`src/design/swtb_pkg.sv`:
```
// shared types and constants of the software timer bank
package swtb_pkg;

   // default bank shape
   localparam int NUM_TIMERS_DEF  = 8;
   localparam int COUNT_WIDTH_DEF = 32;

   // request and response field widths
   localparam int CMD_W    = 3;
   localparam int ID_W     = 3;
   localparam int TICKS_W  = 32;
   localparam int MASK_W   = 8;
   localparam int REQ_BITS = CMD_W + ID_W + TICKS_W + 1;
   localparam int REQ_W    = ((REQ_BITS + 7) / 8) * 8;
   localparam int RSP_BITS = 1 + ID_W + 1 + 1 + MASK_W;
   localparam int RSP_W    = ((RSP_BITS + 7) / 8) * 8;

   typedef enum logic [CMD_W-1:0] {
      CMD_TICK       = 3'd0,
      CMD_ALLOC      = 3'd1,
      CMD_START      = 3'd2,
      CMD_RESUME     = 3'd3,
      CMD_PAUSE      = 3'd4,
      CMD_RESTART    = 3'd5,
      CMD_QUERY      = 3'd6,
      CMD_READ_CLEAR = 3'd7
   } cmd_type;

   // per-timer control strobes
   typedef struct packed {
      logic tick;
      logic start;
      logic resume;
      logic pause;
      logic restart;
      logic clear_exp;
      logic periodic;
   } chan_ctl_type;

   // per-timer flags seen by the response logic
   typedef struct packed {
      logic running;
      logic expired;
   } chan_stat_type;

endpackage

```
`src/design/swtb_chan.sv`:
```
// one down-counting timer channel
module swtb_chan #(
   parameter int COUNT_WIDTH = swtb_pkg::COUNT_WIDTH_DEF
) (
   input  logic                     clock,
   input  logic                     reset,
   input  swtb_pkg::chan_ctl_type   ctl,
   input  logic [COUNT_WIDTH-1:0]   load_value,
   output swtb_pkg::chan_stat_type  stat,
   output logic                     expire
);
   import swtb_pkg::*;

   logic [COUNT_WIDTH-1:0] count_ff, count_in;
   logic [COUNT_WIDTH-1:0] period_ff, period_in;
   logic                   running_ff, running_in;
   logic                   expired_ff, expired_in;
   logic                   periodic_ff, periodic_in;
   logic [COUNT_WIDTH-1:0] count_dec;
   logic                   hit;

   assign count_dec = count_ff - COUNT_WIDTH'(1);
   assign hit       = (count_dec == '0);
   assign expire    = ctl.tick && running_ff && hit;

   always_comb begin
      count_in    = count_ff;
      period_in   = period_ff;
      running_in  = running_ff;
      expired_in  = expired_ff;
      periodic_in = periodic_ff;
      if (ctl.tick && running_ff) begin
         count_in = count_dec;
         if (hit) begin
            expired_in = 1'b1;
            if (periodic_ff) begin
               count_in = period_ff;
            end else begin
               running_in = 1'b0;
            end
         end
      end
      if (ctl.start) begin
         period_in   = load_value;
         count_in    = load_value;
         periodic_in = ctl.periodic;
         expired_in  = 1'b0;
         running_in  = 1'b1;
      end
      // resume only wakes a stopped timer
      if (ctl.resume && !running_ff) begin
         count_in   = period_ff;
         running_in = 1'b1;
      end
      if (ctl.pause) begin
         running_in = 1'b0;
         expired_in = 1'b0;
      end
      if (ctl.restart) begin
         count_in   = period_ff;
         expired_in = 1'b0;
         running_in = 1'b1;
      end
      if (ctl.clear_exp) begin
         expired_in = 1'b0;
      end
   end

   always_ff @(posedge clock) begin
      if (reset) begin
         count_ff    <= '0;
         period_ff   <= '0;
         running_ff  <= 1'b0;
         expired_ff  <= 1'b0;
         periodic_ff <= 1'b0;
      end else begin
         count_ff    <= count_in;
         period_ff   <= period_in;
         running_ff  <= running_in;
         expired_ff  <= expired_in;
         periodic_ff <= periodic_in;
      end
   end

   assign stat.running = running_ff;
   assign stat.expired = expired_ff;

endmodule

```
`src/design/software_timer_bank.sv`:
```
// top level of the software timer bank: request register, command decode, response register
// a request is held in the request register, then its response in the response register
// throughput: one request per cycle; every timer updates in parallel in the decode cycle
// a stalled response holds the pipe, req_tready drops once both stages are full
// reset (synchronous, active high) stops all timers, clears counts, periods and flags
// and frees every timer id
module software_timer_bank #(
   parameter int NUM_TIMERS  = swtb_pkg::NUM_TIMERS_DEF,
   parameter int COUNT_WIDTH = swtb_pkg::COUNT_WIDTH_DEF
) (
   input  logic                       clock,
   input  logic                       reset,
   // request channel
   input  logic                       req_tvalid,
   output logic                       req_tready,
   // command[2:0], timer_id[5:3], ticks[37:6], periodic[38], zero fill above
   input  logic [swtb_pkg::REQ_W-1:0] req_tdata,
   // response channel
   output logic                       rsp_tvalid,
   input  logic                       rsp_tready,
   // accepted[0], allocated_id[3:1], running_flag[4], expired_flag[5],
   // expiry_mask[13:6], zero fill above
   output logic [swtb_pkg::RSP_W-1:0] rsp_tdata
);
   import swtb_pkg::*;

   // allocation counter must hold NUM_TIMERS itself
   localparam int AC_W = $clog2(NUM_TIMERS + 1);

   // request register stage
   logic                   req_valid_ff;
   cmd_type                cmd_ff;
   logic [ID_W-1:0]        id_ff;
   logic [TICKS_W-1:0]     ticks_ff;
   logic                   periodic_ff;

   // response register stage
   logic                   rsp_valid_ff;
   logic [RSP_W-1:0]       rsp_data_ff, rsp_data_in;

   logic [AC_W-1:0]        alloc_count_ff, alloc_count_in;

   logic                   advance;
   logic [7:0]             id_ext;
   logic [7:0]             ac_ext;
   logic                   in_bank;
   logic                   id_valid;
   logic                   alloc_ok;
   logic [AC_W+ID_W-1:0]   ac_pad;
   logic [TICKS_W+COUNT_WIDTH-1:0] ticks_pad;
   logic [COUNT_WIDTH-1:0] load_value;

   chan_ctl_type           ctl   [NUM_TIMERS];
   chan_stat_type          stat  [NUM_TIMERS];
   logic [NUM_TIMERS-1:0]  expire_vec;
   logic [NUM_TIMERS-1:0]  running_vec;
   logic [NUM_TIMERS-1:0]  expired_vec;
   logic [NUM_TIMERS-1:0]  sel_vec;
   logic [NUM_TIMERS+MASK_W-1:0] mask_pad;

   // response fields
   logic                   r_accepted;
   logic [ID_W-1:0]        r_alloc_id;
   logic                   r_running;
   logic                   r_expired;
   logic [MASK_W-1:0]      r_mask;

   // the decode stage moves whenever the response register is free or being drained
   assign advance    = req_valid_ff && (!rsp_valid_ff || rsp_tready);
   assign req_tready = !req_valid_ff || advance;

   assign id_ext   = 8'(id_ff);
   assign ac_ext   = 8'(alloc_count_ff);
   assign in_bank  = (id_ext < 8'(NUM_TIMERS));
   assign id_valid = in_bank && (id_ext < ac_ext);
   assign alloc_ok = (alloc_count_ff < AC_W'(NUM_TIMERS));
   assign ac_pad   = {{ID_W{1'b0}}, alloc_count_ff};

   // ticks keeps only the low COUNT_WIDTH bits, zero extended when the counter is wider
   assign ticks_pad  = {{COUNT_WIDTH{1'b0}}, ticks_ff};
   assign load_value = ticks_pad[COUNT_WIDTH-1:0];

   // per-timer decode of the current request
   always_comb begin
      for (int i = 0; i < NUM_TIMERS; i++) begin
         sel_vec[i]         = in_bank && (id_ext == 8'(i));
         ctl[i]             = '0;
         ctl[i].periodic    = periodic_ff;
         ctl[i].tick        = advance && (cmd_ff == CMD_TICK);
         ctl[i].start       = advance && (cmd_ff == CMD_START) && id_valid && sel_vec[i];
         ctl[i].resume      = advance && (cmd_ff == CMD_RESUME) && id_valid && sel_vec[i];
         ctl[i].pause       = advance && (cmd_ff == CMD_PAUSE) && id_valid && sel_vec[i];
         ctl[i].restart     = advance && (cmd_ff == CMD_RESTART) && id_valid && sel_vec[i];
         // read-clear acts on unallocated ids too, their flag is already low
         ctl[i].clear_exp   = advance && (cmd_ff == CMD_READ_CLEAR) && sel_vec[i];
         running_vec[i]     = stat[i].running;
         expired_vec[i]     = stat[i].expired;
      end
   end

   for (genvar g = 0; g < NUM_TIMERS; g++) begin : g_chan
      swtb_chan #(
         .COUNT_WIDTH (COUNT_WIDTH)
      ) u_chan (
         .clock      (clock),
         .reset      (reset),
         .ctl        (ctl[g]),
         .load_value (load_value),
         .stat       (stat[g]),
         .expire     (expire_vec[g])
      );
   end

   // only timers 0..7 reach the expiry mask
   assign mask_pad = {{MASK_W{1'b0}}, expire_vec};

   // response fields and the allocation counter
   always_comb begin
      r_accepted     = 1'b0;
      r_alloc_id     = '0;
      r_running      = 1'b0;
      r_expired      = 1'b0;
      r_mask         = '0;
      alloc_count_in = alloc_count_ff;
      unique case (cmd_ff)
         CMD_TICK: begin
            r_accepted = 1'b1;
            r_mask     = mask_pad[MASK_W-1:0];
         end
         CMD_ALLOC: begin
            if (alloc_ok) begin
               r_accepted = 1'b1;
               r_alloc_id = ac_pad[ID_W-1:0];
               if (advance) begin
                  alloc_count_in = alloc_count_ff + AC_W'(1);
               end
            end
         end
         CMD_START, CMD_RESUME, CMD_PAUSE, CMD_RESTART: begin
            r_accepted = id_valid;
         end
         CMD_QUERY: begin
            r_accepted = id_valid;
            r_running  = |(running_vec & sel_vec);
         end
         CMD_READ_CLEAR: begin
            r_accepted = id_valid;
            r_expired  = |(expired_vec & sel_vec);
         end
      endcase
      rsp_data_in = RSP_W'({r_mask, r_expired, r_running, r_alloc_id, r_accepted});
   end

   always_ff @(posedge clock) begin
      if (reset) begin
         req_valid_ff   <= 1'b0;
         rsp_valid_ff   <= 1'b0;
         alloc_count_ff <= '0;
      end else begin
         if (req_tready) begin
            req_valid_ff <= req_tvalid;
         end
         if (advance) begin
            rsp_valid_ff <= 1'b1;
         end else if (rsp_tready) begin
            rsp_valid_ff <= 1'b0;
         end
         alloc_count_ff <= alloc_count_in;
      end
   end

   // payload registers
   always_ff @(posedge clock) begin
      if (req_tready && req_tvalid) begin
         cmd_ff      <= cmd_type'(req_tdata[CMD_W-1:0]);
         id_ff       <= req_tdata[CMD_W+ID_W-1:CMD_W];
         ticks_ff    <= req_tdata[CMD_W+ID_W+TICKS_W-1:CMD_W+ID_W];
         periodic_ff <= req_tdata[CMD_W+ID_W+TICKS_W];
      end
      if (advance) begin
         rsp_data_ff <= rsp_data_in;
      end
   end

   assign rsp_tvalid = rsp_valid_ff;
   assign rsp_tdata  = rsp_data_ff;

endmodule

```
`config.mk`:
```
export PLATFORM = sky130hd
export DESIGN_NAME = software_timer_bank
export DESIGN_NICKNAME = d
export VERILOG_FILES = /design/src/design/swtb_pkg.sv /design/src/design/swtb_chan.sv /design/src/design/software_timer_bank.sv
export SDC_FILE = /design/constraint.sdc
export NUM_CORES = 2
export LEC_CHECK = 0
export ABC_AREA = 1
export BUFFER_PORTS_ARGS = -buffer_cell sky130_fd_sc_hd__buf_4
export CORE_MARGIN = 3
export CORE_UTILIZATION = 52
export DETAILED_ROUTE_END_ITERATION = 10
export PLACE_DENSITY = 0.68
export SYNTH_ARGS = -nofsm -noshare
export SYNTH_HDL_FRONTEND = slang
export SYNTH_SLANG_ARGS = --single-unit
```
`constraint.sdc`:
```
create_clock -name clock -period 3.3 [get_ports clock]
set_input_delay 0.495 -clock clock [delete_from_list [all_inputs] [get_ports clock]]
set_output_delay 0.495 -clock clock [all_outputs]
set_load 0.02 [all_outputs]
```
==> results.toml <==
[final_layout]
layout_commonest_cell = "nand2_1"
fill_cells = 8379
areaGrowthSynthToFinish_pct = 8.76
utilization = 0.577
final_cell_mix = "2563 x nand2_1, 1229 x nor2_1, 829 x inv_1, 600 x o21ai_0, 542 x dfxtp_1"
num-nets-final = 7570
finish.instance_area_mm2 = 0.0468
drive_gt1_frac = 0.0709

[clocking]
root_buffer = "clkbuf_16"
cts_resized = 0
holdBufCountCts = 0
htree_levels = 3
clk_pin_slew_ns = 0.06
cts.sinks = 595
clk_latency_ns = 0.64
postCtsSetupRepairBufs = 0
cts_buffer_depth = 3
cts_tree = "built"
cts_buffers = 71

[power_and_ir_drop]
powerDensity_mw_per_mm2 = 379
irDropWorstVdd_mv = 0.382
p_leak_uw = 0.0246

[min_path]
whs_path_depth = 1
worst_hold_path_type = "in2reg"

[placed_design]
portBuffers = 58
gp_congestion = 1.01
dp_hpwl_um = 102000
place_ws_ns = 0.162
dpl_cell_area_mm2 = 0.0444

[timing]
fin_ws_ns = 0.207
fmax_mhz = 323
period_minus_slack_ns = 3.09
skew_ns = 0.0287
tightest_slew_ns = 1.23
rsz0062_at_grt = "true"
whs_ns = 0.0328
hold_violations = 0
slew_viol_final = 0
slew-limit-headroom = 0.178
setup_violations = 0
finalCritPeriodShare = 0.937

[routing]
vias = 47300
dr.pass1.iters = 6
wl_per_cell_um = 17.1
top_layer = "met4"
vias_per_cell = 5.48
wirelength_um = 147000
wl_met3_um = 12300
ant_nets = 0
drc = 0
met2WireLength_um = 64600
initialDrtViolationCount = 4176
wl_met1_um = 65900

[synth]
ys_top_cells_by_area = "dfxtp_1 25%, nand2_1 22%, nor2_1 11%"
syn_inst = 7594
synth_warnings = 0
ys.flop_type = "dfxtp_1"
synth_cell_types = 43
syn_area_per_cell_um2 = 5.67
ys_seq_elements = 595
synth_top_cell_area_share = 0.252
yosysTopAreaCell = "dfxtp_1"
ys_seq_area_frac = 0.289
async_reset_ff_frac = 0
synth_edf_count = 53
syn_area_mm2 = 0.0430

[global_route]
grt_overflow = 0
grt_pass1_vias = 42100
grt_pass1_wl_um = 233000
antenna_found_initial = 5
track_usage = 0.336
grt_max_degree = 171

[worst_setup_path]
crit_type = "reg2reg"
reg2regPathDepth = 17
cp_data_arrival_time_ns = 3.54
cp-start-kind = "flip-flop"
worstPathRequired_ns = 3.75
crit_fanout = 24
end_kind = "flip-flop"

[floorplanning]
die_x_um = 294
coreArea_mm2 = 0.0812
boundaryPins = 62
num_rows = 104
die_y_um = 294
fp.dieArea_mm2 = 0.0863
start_util = 0.530

[outcome]
status = "finished clean"

[flow_run]
maxCapViolCount = 0
## sequential cells by signal, indices dropped and copies added, names as in the netlist, 4 cells and up
name,count
g_chan.u_chan.count_ff,256
g_chan.u_chan.period_ff,256
load_value,32
rsp_tdata,14
g_chan.u_chan.expired_ff,8
g_chan.u_chan.periodic_ff,8
g_chan.u_chan.running_ff,8
alloc_count_ff,4
## per-stage QoR
stage	TNS, ns	power (uW)	instances
6_report	0	17700	8627
5_1_grt	-0.00307	18400	8624
4_1_cts	0	17800	8624
3_5_place_dp	0	9630	8494
3_3_place_gp	0	9600	8494
2_1_floorplan	0	8960	7595
## routing by layer
metal,up-vias,GRT usage
li1,23900,-
met1,21400,0.470
met2,1663,0.535
met3,243,0.0451
met4,0,0.106
met5,-,0
## worst max-delay path: stages (launching register included)
cell and delay (ns):
edfxtp_1 0.48, ha_1 0.33, o21ai_1 0.06, nand2_1 0.07
nand3_1 0.07, nand2_2 0.12, nor2_4 0.04, inv_2 0.12
buf_4 0.21, nor2_1 0.07, a31oi_1 0.20, buf_4 0.27
nand3_2 0.25, buf_4 0.31, o21ai_0 0.10, inv_1 0.05
nand2_1 0.06, a21oi_1 0.06
## cells in the mapped netlist, types with 3 or more instances
library cell,count
a21oi_1,437
a21oi_2,24
a221oi_1,4
buf_1,25
buf_2,78
buf_4,39
buf_6,31
clkbuf_1,199
clkinv_1,5
dfxtp_1,542
edfxtp_1,53
ha_1,19
inv_1,834
inv_2,22
nand2_1,2564
nand2_2,19
nand2_4,5
nand3_1,165
nand3_2,3
nand3b_1,40
nand4_1,350
nor2_1,1229
nor2_2,76
nor2_4,35
nor3_1,30
nor3_2,3
nor3_4,9
nor4_1,27
o21ai_0,601
o21ai_1,99
o22ai_1,3
or2_2,3
xor2_1,7
## final timing paths
check,start,endpoint,slack [ns]
worst max-delay path,id_ff[1]$_DFFE_PP_,g_chan[5].u_chan.count_ff[25]$_SDFFE_PP0P_,0.21
worst min-delay path,req_tdata[29],load_value[23]$_DFFE_PP_,0.03
worst max register to register,id_ff[1]$_DFFE_PP_,g_chan[5].u_chan.count_ff[25]$_SDFFE_PP0P_,0.21
worst min register to register,g_chan[1].u_chan.running_ff$_SDFFE_PP0P_,g_chan[1].u_chan.running_ff$_SDFFE_PP0P_,0.47
## power breakdown
group,total (uW),switching (uW),internal (uW)
Combinational,2120,1520,602
Clock,8220,3370,4850
Sequential,7400,48.8,7350
Total,17700,4940,12800
## cell type report
type | instances | area [um2] | area share
diodes | 3 | 7.51 | 0.000160
clock buffers | 100 | 2030 | 0.0434
clock inverters | 30 | 348 | 0.00743
inverters | 861 | 3240 | 0.0692
multi-input cells | 5767 | 25600 | 0.547
flip-flops and latches | 595 | 12400 | 0.266
well taps | 1060 | 1330 | 0.0283
repair buffers | 211 | 1820 | 0.0388
## cell families after synthesis
| group | count (synthesis) | share of synthesized area |
|---|---|---|
| AOI/OAI and AO/OA | 1178 | 0.140 |
| xor gates and xnor gates | 9 | 0.00183 |
| adders and majority gates | 19 | 0.00552 |
| buffers and inverters | 1233 | 0.119 |
| DFF | 595 | 0.289 |
| other | 1 | 0.0000871 |
| and+or+nand+nor | 4559 | 0.445 |
No activity file was read; power rests on OpenSTA's default activity.
